<file path="config.mk">
export PLATFORM = sky130hd
export DESIGN_NAME = nec_ir_pulse_encoder
export DESIGN_NICKNAME = d
export VERILOG_FILES = /design/src/rtl/nirpe_pkg.sv /design/src/rtl/nirpe_front.sv /design/src/rtl/nirpe_fifo.sv /design/src/rtl/nirpe_back.sv /design/src/rtl/nec_ir_pulse_encoder.sv
export SDC_FILE = /design/constraint.sdc
export NUM_CORES = 1
export LEC_CHECK = 0
export ABC_CLOCK_PERIOD_IN_PS = 5000
export BUFFER_PORTS_ARGS = -buffer_cell sky130_fd_sc_hd__buf_2
export CORE_MARGIN = 3
export CORE_UTILIZATION = 60
export CTS_CLUSTER_DIAMETER = 200
export DETAILED_ROUTE_END_ITERATION = 16
export HOLD_SLACK_MARGIN = 0.08
export PLACE_DENSITY = 0.85
export RECOVER_POWER = 50
export SYNTH_ARGS = -nofsm -noshare
export SYNTH_HDL_FRONTEND = slang
export SYNTH_SLANG_ARGS = --single-unit
</file>
<file path="constraint.sdc">
create_clock -name clk -period 5 [get_ports clk]
set_clock_uncertainty 0.15 [all_clocks]
set_input_delay 0.5 -clock clk [delete_from_list [all_inputs] [get_ports clk]]
set_output_delay 0.5 -clock clk [all_outputs]
set_load 0.02 [all_outputs]
</file>
<file path="src/rtl/nirpe_pkg.sv">
// ----------------------------------------------------------------------------
// nirpe_pkg
// Shared types and constants for the NEC-style infrared pulse encoder.
// ----------------------------------------------------------------------------
package nirpe_pkg;

  localparam int unsigned BYTE_W        = 8;
  localparam int unsigned TIME_W        = 16;
  localparam int unsigned FRAME_BITS    = 4 * BYTE_W;
  localparam int unsigned PULSES        = FRAME_BITS + 2;
  localparam int unsigned PULSE_CNT_W   = $clog2(PULSES);
  localparam int unsigned CFG_IDX_W     = 3;
  localparam int unsigned IN_DATA_W     = 2 * BYTE_W;
  localparam int unsigned OUT_DATA_W    = 2 * TIME_W;
  localparam int unsigned FIFO_DEPTH    = 2;
  localparam int unsigned FIFO_PTR_W    = $clog2(FIFO_DEPTH);
  localparam int unsigned FIFO_CNT_W    = $clog2(FIFO_DEPTH + 1);

  localparam logic [PULSE_CNT_W-1:0] LEADER_PULSE = '0;
  localparam logic [PULSE_CNT_W-1:0] STOP_PULSE   = PULSE_CNT_W'(PULSES - 1);

  localparam logic [TIME_W-1:0] RST_LEADER_ON  = TIME_W'(8500);
  localparam logic [TIME_W-1:0] RST_LEADER_OFF = TIME_W'(4250);
  localparam logic [TIME_W-1:0] RST_MARK       = TIME_W'(550);
  localparam logic [TIME_W-1:0] RST_SPACE_ZERO = TIME_W'(550);
  localparam logic [TIME_W-1:0] RST_SPACE_ONE  = TIME_W'(1650);
  localparam logic [TIME_W-1:0] RST_STOP_GAP   = TIME_W'(25000);

  typedef enum logic [CFG_IDX_W-1:0] {
    REG_LEADER_ON  = 3'd0,
    REG_LEADER_OFF = 3'd1,
    REG_MARK       = 3'd2,
    REG_SPACE_ZERO = 3'd3,
    REG_SPACE_ONE  = 3'd4,
    REG_STOP_GAP   = 3'd5
  } cfg_reg_t;

  typedef logic [FRAME_BITS-1:0] frame_t;

  typedef struct packed {
    logic [TIME_W-1:0] leader_on;
    logic [TIME_W-1:0] leader_off;
    logic [TIME_W-1:0] mark;
    logic [TIME_W-1:0] space_zero;
    logic [TIME_W-1:0] space_one;
    logic [TIME_W-1:0] stop_gap;
  } timing_t;

  // request handshake between queue stages
  typedef struct packed {
    logic   valid;
    frame_t frame;
  } frame_req_t;

endpackage

</file>
<file path="src/rtl/nirpe_front.sv">
// ----------------------------------------------------------------------------
// nirpe_front
// Accepts byte pairs and expands each into the 32 frame bits.
// ----------------------------------------------------------------------------
module nirpe_front (
  input  logic                          clk,
  input  logic                          rst_n,
  input  logic                          in_tvalid,
  output logic                          in_tready,
  input  logic [nirpe_pkg::IN_DATA_W-1:0] in_tdata,  // first_byte, second_byte
  output nirpe_pkg::frame_req_t         req,
  input  logic                          req_ready
);
  import nirpe_pkg::*;

  logic   hold_valid_r, hold_valid_nxt;
  frame_t hold_frame_r;
  logic   [BYTE_W-1:0] first_byte, second_byte;
  logic   in_acc;

  assign first_byte  = in_tdata[BYTE_W-1:0];
  assign second_byte = in_tdata[2*BYTE_W-1:BYTE_W];

  assign in_tready = !hold_valid_r || req_ready;
  assign in_acc    = in_tvalid && in_tready;

  always_comb begin
    hold_valid_nxt = hold_valid_r;
    if (in_acc) begin
      hold_valid_nxt = 1'b1;
    end else if (req_ready) begin
      hold_valid_nxt = 1'b0;
    end
  end

  always_ff @(posedge clk) begin
    if (!rst_n) begin
      hold_valid_r <= 1'b0;
    end else begin
      hold_valid_r <= hold_valid_nxt;
    end
  end

  // send order: first, its complement, second, its complement; MSB first
  always_ff @(posedge clk) begin
    if (in_acc) begin
      hold_frame_r <= {first_byte, ~first_byte, second_byte, ~second_byte};
    end
  end

  assign req.valid = hold_valid_r;
  assign req.frame = hold_frame_r;

endmodule

</file>
<file path="src/rtl/nirpe_fifo.sv">
// ----------------------------------------------------------------------------
// nirpe_fifo
// Short frame queue between the front and the pulse sequencer.
// ----------------------------------------------------------------------------
module nirpe_fifo (
  input  logic                  clk,
  input  logic                  rst_n,
  input  nirpe_pkg::frame_req_t wr_req,
  output logic                  wr_ready,
  output nirpe_pkg::frame_req_t rd_req,
  input  logic                  rd_pop
);
  import nirpe_pkg::*;

  frame_t                mem [FIFO_DEPTH];
  logic [FIFO_PTR_W-1:0] wr_ptr_r, wr_ptr_nxt;
  logic [FIFO_PTR_W-1:0] rd_ptr_r, rd_ptr_nxt;
  logic [FIFO_CNT_W-1:0] count_r, count_nxt;
  logic                  push, pop;

  assign wr_ready = (count_r != FIFO_CNT_W'(FIFO_DEPTH));
  assign push     = wr_req.valid && wr_ready;
  assign pop      = rd_pop && (count_r != '0);

  always_comb begin
    wr_ptr_nxt = wr_ptr_r;
    rd_ptr_nxt = rd_ptr_r;
    count_nxt  = count_r;
    if (push) begin
      wr_ptr_nxt = (wr_ptr_r == FIFO_PTR_W'(FIFO_DEPTH - 1)) ? '0 : wr_ptr_r + 1'b1;
    end
    if (pop) begin
      rd_ptr_nxt = (rd_ptr_r == FIFO_PTR_W'(FIFO_DEPTH - 1)) ? '0 : rd_ptr_r + 1'b1;
    end
    if (push && !pop) begin
      count_nxt = count_r + 1'b1;
    end else if (pop && !push) begin
      count_nxt = count_r - 1'b1;
    end
  end

  always_ff @(posedge clk) begin
    if (!rst_n) begin
      wr_ptr_r <= '0;
      rd_ptr_r <= '0;
      count_r  <= '0;
    end else begin
      wr_ptr_r <= wr_ptr_nxt;
      rd_ptr_r <= rd_ptr_nxt;
      count_r  <= count_nxt;
    end
  end

  always_ff @(posedge clk) begin
    if (push) begin
      mem[wr_ptr_r] <= wr_req.frame;
    end
  end

  assign rd_req.valid = (count_r != '0);
  assign rd_req.frame = mem[rd_ptr_r];

endmodule

</file>
<file path="src/rtl/nirpe_back.sv">
// ----------------------------------------------------------------------------
// nirpe_back
// Pulse sequencer: walks a frame, a pulse per unstalled cycle, to output register.
// ----------------------------------------------------------------------------
module nirpe_back (
  input  logic                           clk,
  input  logic                           rst_n,
  input  nirpe_pkg::timing_t             timing,
  input  nirpe_pkg::frame_req_t          rd_req,
  output logic                           rd_pop,
  output logic                           out_tvalid,
  input  logic                           out_tready,
  output logic [nirpe_pkg::OUT_DATA_W-1:0] out_tdata,  // on_time_us, off_time_us
  output logic                           out_tlast     // frame_end
);
  import nirpe_pkg::*;

  logic                   active_r, active_nxt;
  logic [PULSE_CNT_W-1:0] cnt_r, cnt_nxt;
  frame_t                 shift_r, shift_nxt;
  logic                   out_valid_r, out_valid_nxt;
  logic [TIME_W-1:0]      on_r, off_r, on_nxt, off_nxt;
  logic                   last_r, last_nxt;
  logic                   adv, finishing;

  assign adv       = !out_valid_r || out_tready;
  assign finishing = active_r && adv && (cnt_r == STOP_PULSE);
  assign rd_pop    = rd_req.valid && (!active_r || finishing);

  always_comb begin
    active_nxt    = active_r;
    cnt_nxt       = cnt_r;
    shift_nxt     = shift_r;
    out_valid_nxt = out_valid_r;
    on_nxt        = on_r;
    off_nxt       = off_r;
    last_nxt      = last_r;
    if (adv) begin
      out_valid_nxt = active_r;
      if (active_r) begin
        last_nxt = 1'b0;
        priority if (cnt_r == LEADER_PULSE) begin
          on_nxt  = timing.leader_on;
          off_nxt = timing.leader_off;
        end else if (cnt_r == STOP_PULSE) begin
          on_nxt   = timing.mark;
          off_nxt  = timing.stop_gap;
          last_nxt = 1'b1;
        end else begin
          on_nxt    = timing.mark;
          off_nxt   = shift_r[FRAME_BITS-1] ? timing.space_one : timing.space_zero;
          shift_nxt = {shift_r[FRAME_BITS-2:0], 1'b0};
        end
        cnt_nxt = cnt_r + 1'b1;
        if (cnt_r == STOP_PULSE) begin
          active_nxt = 1'b0;
        end
      end
    end
    // load the next frame straight behind the stop pulse
    if (rd_pop) begin
      active_nxt = 1'b1;
      cnt_nxt    = LEADER_PULSE;
      shift_nxt  = rd_req.frame;
    end
  end

  always_ff @(posedge clk) begin
    if (!rst_n) begin
      active_r    <= 1'b0;
      cnt_r       <= LEADER_PULSE;
      out_valid_r <= 1'b0;
    end else begin
      active_r    <= active_nxt;
      cnt_r       <= cnt_nxt;
      out_valid_r <= out_valid_nxt;
    end
  end

  always_ff @(posedge clk) begin
    shift_r <= shift_nxt;
    on_r    <= on_nxt;
    off_r   <= off_nxt;
    last_r  <= last_nxt;
  end

  assign out_tvalid = out_valid_r;
  assign out_tdata  = {off_r, on_r};
  assign out_tlast  = last_r;

endmodule

</file>
<file path="src/rtl/nec_ir_pulse_encoder.sv">
// ----------------------------------------------------------------------------
// nec_ir_pulse_encoder
// Turns address/command byte pairs into the 34 on/off pulses of an NEC-style frame.
// ----------------------------------------------------------------------------
// Each byte pair on the input stream yields 34 pulses: the leader, 32 bit
// pulses (first byte, its complement, second byte, its complement, MSB first)
// and the stop pulse, which carries tlast. One pulse leaves per cycle while
// out_tready is held high, and frames follow each other with no gap while
// pairs are queued. Up to three pairs can wait ahead of the sequencer (input
// stage plus a two-entry queue). Timings are written through the cfg port and
// take effect on later pulses; write them only while the block is idle. An
// accepted pair reaches its leader pulse through the input stage, the queue,
// the sequencer state and its output register.
module nec_ir_pulse_encoder (
  input  logic                           clk,
  input  logic                           rst_n,
  input  logic                           in_tvalid,
  output logic                           in_tready,
  input  logic [nirpe_pkg::IN_DATA_W-1:0] in_tdata,   // first_byte, second_byte
  output logic                           out_tvalid,
  input  logic                           out_tready,
  output logic [nirpe_pkg::OUT_DATA_W-1:0] out_tdata, // on_time_us, off_time_us
  output logic                           out_tlast,   // frame_end
  input  logic                           cfg_we,
  input  logic [nirpe_pkg::CFG_IDX_W-1:0] cfg_index,
  input  logic [nirpe_pkg::TIME_W-1:0]   cfg_wdata
);
  import nirpe_pkg::*;

  timing_t    timing_r, timing_nxt;
  frame_req_t front_req, queue_req;
  logic       queue_ready, queue_pop;

  always_comb begin
    timing_nxt = timing_r;
    if (cfg_we) begin
      unique case (cfg_reg_t'(cfg_index))
        REG_LEADER_ON:  timing_nxt.leader_on  = cfg_wdata;
        REG_LEADER_OFF: timing_nxt.leader_off = cfg_wdata;
        REG_MARK:       timing_nxt.mark       = cfg_wdata;
        REG_SPACE_ZERO: timing_nxt.space_zero = cfg_wdata;
        REG_SPACE_ONE:  timing_nxt.space_one  = cfg_wdata;
        REG_STOP_GAP:   timing_nxt.stop_gap   = cfg_wdata;
        default:        timing_nxt = timing_r;  // drop writes past the last register
      endcase
    end
  end

  always_ff @(posedge clk) begin
    if (!rst_n) begin
      timing_r.leader_on  <= RST_LEADER_ON;
      timing_r.leader_off <= RST_LEADER_OFF;
      timing_r.mark       <= RST_MARK;
      timing_r.space_zero <= RST_SPACE_ZERO;
      timing_r.space_one  <= RST_SPACE_ONE;
      timing_r.stop_gap   <= RST_STOP_GAP;
    end else begin
      timing_r <= timing_nxt;
    end
  end

  nirpe_front u_front (
    .clk       (clk),
    .rst_n     (rst_n),
    .in_tvalid (in_tvalid),
    .in_tready (in_tready),
    .in_tdata  (in_tdata),
    .req       (front_req),
    .req_ready (queue_ready)
  );

  nirpe_fifo u_fifo (
    .clk      (clk),
    .rst_n    (rst_n),
    .wr_req   (front_req),
    .wr_ready (queue_ready),
    .rd_req   (queue_req),
    .rd_pop   (queue_pop)
  );

  nirpe_back u_back (
    .clk        (clk),
    .rst_n      (rst_n),
    .timing     (timing_r),
    .rd_req     (queue_req),
    .rd_pop     (queue_pop),
    .out_tvalid (out_tvalid),
    .out_tready (out_tready),
    .out_tdata  (out_tdata),
    .out_tlast  (out_tlast)
  );

endmodule

</file>
======== Yosys cells after proc, flatten, opt, wreduce, memory -nomap -nowiden ========
Memory sizes are Yosys's and may differ from the RTL's. A register that Yosys moved wholly into a read port is not among the register bits.
Cells that the tools add are included.
operators by class
  reduce and logical (&&, ||, !) cells .... 32
  add/sub/neg operators ................... 5
  bitwise logic cells ..................... 3
  eq/ne operators ......................... 9
  multiplexer cells ....................... 24
operator list
  operator                                                             count
  32-bit two-way mux                                                   5
  16-bit two-way mux                                                   4
  8-bit inverter                                                       2
  2-bit AND reduction                                                  7
  1-bit two-way mux                                                    13
  2-bit nonzero test                                                   5
  1-bit logical AND                                                    8
  6-bit by 1-bit adder with 6-bit output (second input constant)       1
  3-bit by 2-bit == test with 1-bit output (second input constant)     2
  3-bit == test (second input constant)                                2
  6-bit == test (second input constant)                                1
  6-bit zero test                                                      1
  2-bit != test (second input constant)                                3
  1-bit zero test                                                      5
  2-bit two-way mux                                                    2
  4-bit AND reduction                                                  1
  3-bit by 1-bit == test with 1-bit output (second input constant)     1
  3-bit zero test                                                      1
  1-bit logical OR                                                     3
  1-bit adder (second input constant)                                  2
  2-bit by 1-bit adder with 2-bit output (second input constant)       1
  2-bit OR reduction                                                   1
  2-bit by 1-bit subtractor with 2-bit output (second input constant)  1
  1-bit inverter                                                       1
storage, ports and cells
  output and inout port bits .............. 35
  memories kept ........................... 1
  logic and storage cells ................. 92
  input port bits ......................... 40
  flip-flop bits (word level) ............. 206
  memory bits (writable) .................. 64
memories
  memory      depth  width  read ports  clocked after Yosys merged registers in  wr ports  RTL line          RTL
  u_fifo.mem  2      32     1           1                                        1         nirpe_fifo.sv:15  frame_t mem [FIFO_DEPTH];

======== Longest topological paths before layout ========
  depth in word-level cells ............... 10
  depth in mapped cells ................... 8
  gate-level depth less buffers ........... 6

======== Modules after synthesis ========
Synthesis repeated with hierarchy kept, for this count alone.
second synthesis, totals
  cells, all modules ...................... 808
  area total of the unflattened synthesis .. 11091.9 um^2
by module, submodules not included
  module                instances  area each (um^2)  cells each  seq. area each (um^2)
  nirpe_back            1          3744.8            273         2112.0
  nec_ir_pulse_encoder  1          3709.8            357         1921.8
  nirpe_fifo            1          2551.2            124         2021.9
  nirpe_front           1          1086.0            54          980.9

======== Worst setup path before layout ========
Ideal clock, no wire load.
  path type ............................... flip-flop to flip-flop
  start ................................... register u_back.cnt_r[1]
  end ..................................... register u_back.shift_r[0], enable pin
  cell stages (with the launch flop) ...... 9
  data required time ...................... 4417 ps
  buffers on the path ..................... 2
  period minus slack after synthesis ...... 3570 ps
  library setup time ...................... 433 ps
  arrival time ............................ 2987 ps
  slack ................................... 1430 ps
  path through ............................ dfxtp_1 -> inv_1 -> ha_1 -> nand2_1 -> nor2_1 -> or2_2 -> buf_2 -> buf_4 -> o22ai_1
between the ends
  longest elaborated chain between the ends .. 6
  elaborated cells between the ends (all ways) .. 10
  classes of those cells .................. eq/ne (3); reduce/logical (7)
RTL lines
  item                                                                         RTL line                            RTL
  from (decl)                                                                  nirpe_back.sv:19                    logic [PULSE_CNT_W-1:0] cnt_r, cnt_nxt;
  from (signal assigned)                                                       nirpe_back.sv:75                    cnt_r <= cnt_nxt;
  6-bit == test                                                                nirpe_back.sv:27, nirpe_back.sv:45
  1-bit logical AND                                                            nirpe_back.sv:27                    assign finishing = active_r && adv && (cnt_r == STOP_PULSE);
  1-bit logical OR                                                             nirpe_back.sv:28                    assign rd_pop = rd_req.valid && (!active_r || finishing);
  1-bit logical AND                                                            nirpe_back.sv:28
  2-bit != test (no source line) / 2-bit nonzero test (equally long branches)  n/a
  4-bit AND reduction (no source line) *                                       n/a
  to (signal assigned)                                                         nirpe_back.sv:81                    shift_r <= shift_nxt;
  to (decl)                                                                    nirpe_back.sv:20                    frame_t shift_r, shift_nxt;
Every way passes the cells marked *; elsewhere a longest branch is shown, timed or not.
A chain may end at the register's enable or synchronous reset.

======== Final worst setup path ========
  start ................................... register u_back.cnt_r[2]
  end ..................................... register u_back.shift_r[1], enable pin
The elaborated chain is that of the path after synthesis.

==> parameters.txt <==
Parameter                              Value

Status
  Result of the run ... finished with violations
  Violations in the final reports ... max-capacitance violations, max-slew violations

Power
  Leakage ... roughly 4.4 nW
  Pwr per Cell Area ... around 390 nW/um^2
  Worst-case vdd ir drop ... 0.303 mV

Floorplanning
  Initial core utilization ... between 60% and 70%
  Number of I/O pins ... 75
  Total core area ... roughly 17,000 um^2
  Number of standard-cell rows in the floorplan ... between 40 and 50
  Die H ... roughly 140 um
  Die Outline Area ... between 15,000 and 20,000 um^2
  Die width ... ~140 um

Min path
  Hold path startpoint ... cfg_wdata[15]
  Number of cells on the worst hold path ... 3
  Min-Delay Endpoint ... timing_r[79]$_SDFFE_PN0P_
  Hold WC Path Type ... in -> reg

Logic synthesis
  Portion of synthesized cell area occupied by the leading cell type ... between 40% and 50%
  Leading area contributor after synthesis ... edfxtp_1
  Total standard cell area after synthesis ... ~11,000 um^2
  Nets in the synthesized netlist ... between 800 and 900
  Top cells by area, synth ... edfxtp_1, dfxtp_1, nand2_1
  Share of flip-flops with an asynchronous set or reset after synthesis ... 0%
  Cells after synthesis ... 830
  Post-synth EDFFs ... ~160
  Post-synthesis average cell area ... around 13 um^2
  Unique masters post-synth ... approximately 40
  Sequential cell area fraction in the yosys report ... between 60 and 70%
  Most used DFF post-synth ... edfxtp_1
  Flip-flop and latch count after synthesis ... roughly 270
  Synth warn ... 0

Clocking
  Number of buffers on the longest clock path ... 3
  Total clock sinks ... roughly 270
  H-tree lvl count ... 1
  Clk_lat worst skew ... 520 ps
  Post-cts resize count ... 0
  Buffer cell driving the clock tree root ... clkbuf_16
  Clock slew seen by the registers of the worst setup and hold paths ... about 60 ps
  Clock tree from TritonCTS ... yes
  Number of buffers added by the clock tree synthesis step ... 26

Job
  Number of max-cap violations ... 3

Cells and area
  Antenna Cells ... 0
  Layout overhead on the synthesized area ... 14.2%
  Nets ... around 960
  FILL cells ... between 1,000 and 1,500
  Proportion of layout cells with a drive suffix above 1 ... 17.9%

Placement
  Place WS ... around 2300 ps
  DPL Wire Length ... 12,800 um
  Gpl congestion ... a little over 0.8
  Count of buffers from port buffering ... between 70 and 80

Timing
  Fin. Hold Viols ... 0
  Pin slew with the least headroom to its limit ... roughly 2000 ps
  Worst slew margin relative to its limit ... -34.1%
  Number of pins exceeding their max-slew limit in the final report ... between 100 and 150
  Period utilisation layout ... between 50 and 60%
  Setup TNS ... 0 ps
  Count of final setup violators ... 0
  FMAX ... roughly 330 MHz
  Period minus WS final ... 3000 ps
  Unrepaired setup endpoints after global routing ... no
  Post-layout worst setup margin ... between 2000 and 2500 ps

Worst setup path
  Cell at the slowest stage of the critical path ... clkbuf_1
  CP Cell Sequence ... or3_1, nor2_1, clkbuf_1, or2_2, o22ai_2, buf_4
  Category of the worst setup path launch point ... flip-flop
  R2r endpoint ... u_back.shift_r[1]$_DFFE_PP_
  Delay-heaviest family, CP ... simple AND/OR/NAND/NOR gates
  Critical path endpoint category ... flip-flop
  Longest individual stage delay on the worst path ... about 650 ps
  R2R cell count ... 6
  Count of buffer and inverter cells on the critical path ... 2
  Worst path required time ... 5080 ps
  Number of cells on the critical path ... 6
  Minimum setup slack among reg-to-reg paths ... between 2000 and 2500 ps
  Arrival time worst endpoint ... 3080 ps
  Crit Path Class ... reg -> reg
  Source of the worst register-to-register timing path ... u_back.cnt_r[2]$_SDFFE_PP0P_
  Peak fanout along the critical path ... 32

GRT
  Overall fraction of global-route tracks in use ... between 20% and 30%
  Remaining global-route overflow ... 0
  Global-route wire length before repair ... approximately 35,000 um
  Number of global-route vias before repair ... 6,538
  Pin count of the biggest net entering global routing ... between 50 and 60
  Initial antenna violation count ... 0

Detailed routing
  Total number of vias ... 6,613
  Antenna-violating nets left ... 0
  Number of design rule violations left after detail routing ... 0
  Wirelength, routed ... 22,000 um
  DR pass1 iterations ... 5
  Starting DRT DRC Count ... approximately 720
  Ratio of routed vias to standard cells ... 5.71
  Routed length per placed instance ... roughly 19 um
==> worst register-to-register path, cell delays in order, from the launching register on <==
cell and delay [ps]:
dfxtp_1 330, or3_1 490, nor2_1 140, clkbuf_1 650, or2_2 500, o22ai_2 150
buf_4 290
==> sequential cells by signal (all words and copies together) (netlist names), named ones only <==
signal	cells
u_back.shift_r	32
u_fifo.wr_ptr_r	1
u_back.active_r	1
u_back.out_tlast	1
u_front.hold_frame_r	32
u_back.on_r	16
u_back.out_tvalid	1
u_fifo.count_r	2
u_front.hold_valid_r	1
u_back.off_r	16
u_fifo.rd_ptr_r	1
u_back.cnt_r	6
timing_r	96
u_fifo.mem	64
==> per-stage QoR <==
stage / std cells / instance area [um^2] / hold slack [ps] / power [mW] / util [%]
finish: 1158 / 12100 / 147 / 4.74 / 71.4
global route: 1158 / 12100 / 153 / 4.87 / 71.4
CTS: 1158 / 12200 / 132 / 4.76 / 71.8
detailed placement: 1093 / 11100 / 282 / 2.83 / 65.7
global placement: 1093 / 11100 / 272 / 2.81 / 65.7
floorplan: 830 / 10600 / 271 / 2.72 / -
==> how the worst max path moves through the flow <==
| stage | slack [ps] | startpoint | end |
|---|---|---|---|
| 2_1_floorplan | 1430 | u_back.cnt_r[1]$_SDFFE_PP0P_ | u_back.shift_r[0]$_SDFFCE_PP0P_ |
| 3_3_place_gp | 2300 | u_back.cnt_r[2]$_SDFFE_PP0P_ | u_back.shift_r[12]$_DFFE_PP_ |
| 3_5_place_dp | 2260 | u_back.cnt_r[2]$_SDFFE_PP0P_ | u_back.shift_r[13]$_DFFE_PP_ |
| 4_1_cts | 2240 | u_back.cnt_r[2]$_SDFFE_PP0P_ | u_back.shift_r[1]$_DFFE_PP_ |
| 5_1_grt | 1880 | u_back.cnt_r[2]$_SDFFE_PP0P_ | u_back.shift_r[1]$_DFFE_PP_ |
| 6_report | 2000 | u_back.cnt_r[2]$_SDFFE_PP0P_ | u_back.shift_r[1]$_DFFE_PP_ |
==> cell type report <==
class / instances / area [um^2] / share of cell area, %
Clock buffer: 38 / 767 / 6.34
Timing Repair Buffer: 105 / 582 / 4.81
Sequential cell: 271 / 7040 / 58.2
Multi-Input combinational cell: 494 / 3260 / 26.9
Clock inverter: 10 / 96.3 / 0.797
Inverter: 20 / 75.1 / 0.621
Tap cell: 220 / 275 / 2.28
==> layer usage <==
metal | part of all wire [%] | GRT usage (%)
met4 | 2.3 | 6.23
met2 | 47 | 35.8
met5 | 0 | 0
met1 | 43 | 32.9
met3 | 7.3 | 3.62
==> layout by cell type (no fill, tap or decap), drive strengths merged, types with 9 or more instances in the layout <==
cell type    count
a21boi          67
a22oi           16
buf             43
clkbuf          83
dfxtp          110
dlygate4sd3     17
edfxtp         161
inv             22
mux2            78
mux2i           19
nand2          201
nand3           35
nor2             9
o21ai           19
==> cells by family after synthesis <==
logic type | count (synthesis) | share of synthesized area, %
XOR/XNOR | 6 | 0.496
buffers and inverters | 65 | 2.88
adder cells (fa/ha/maj) | 3 | 0.355
AND/OR/NAND/NOR | 277 | 11.3
AO/OA/AOI/OAI | 111 | 7.44
flip-flops | 271 | 66.5
multiplexers | 97 | 11.1
==> report_power, final <==
group	switching (mW)	total (mW)	leakage [nW]	internal, mW
Combinational	0.172	0.293	1.59	0.121
Clock	0.821	1.95	0.413	1.12
Sequential	0.0416	2.50	2.38	2.46
Total	1.04	4.74	4.38	3.70
==> timing repair <==
item,4_1_cts,5_1_grt
hold buffers,17,0
buffers inserted,0,0
endpoints found under the hold margin,32,0
==> synthesized netlist by cell type, types with 3 or more instances <==
cell and instances:
buf_2 7, nor2b_1 4, a22oi_1 16, mux2i_1 19, mux2_2 50, inv_1 20, edfxtp_1 161, a21boi_1 3
and3_1 3, nor3_1 3, nand3b_1 3, nor3b_1 3, nor2_1 8, clkbuf_1 34, dfxtp_1 110, nand2_1 201
o21ai_0 18, buf_12 3, mux2_4 28, or3_1 3, xor2_1 4, a21oi_1 3, nand3_1 35, nand2b_1 4
and2_1 4, ha_1 3, a21boi_0 64
Power figures use the tool's default switching activity.
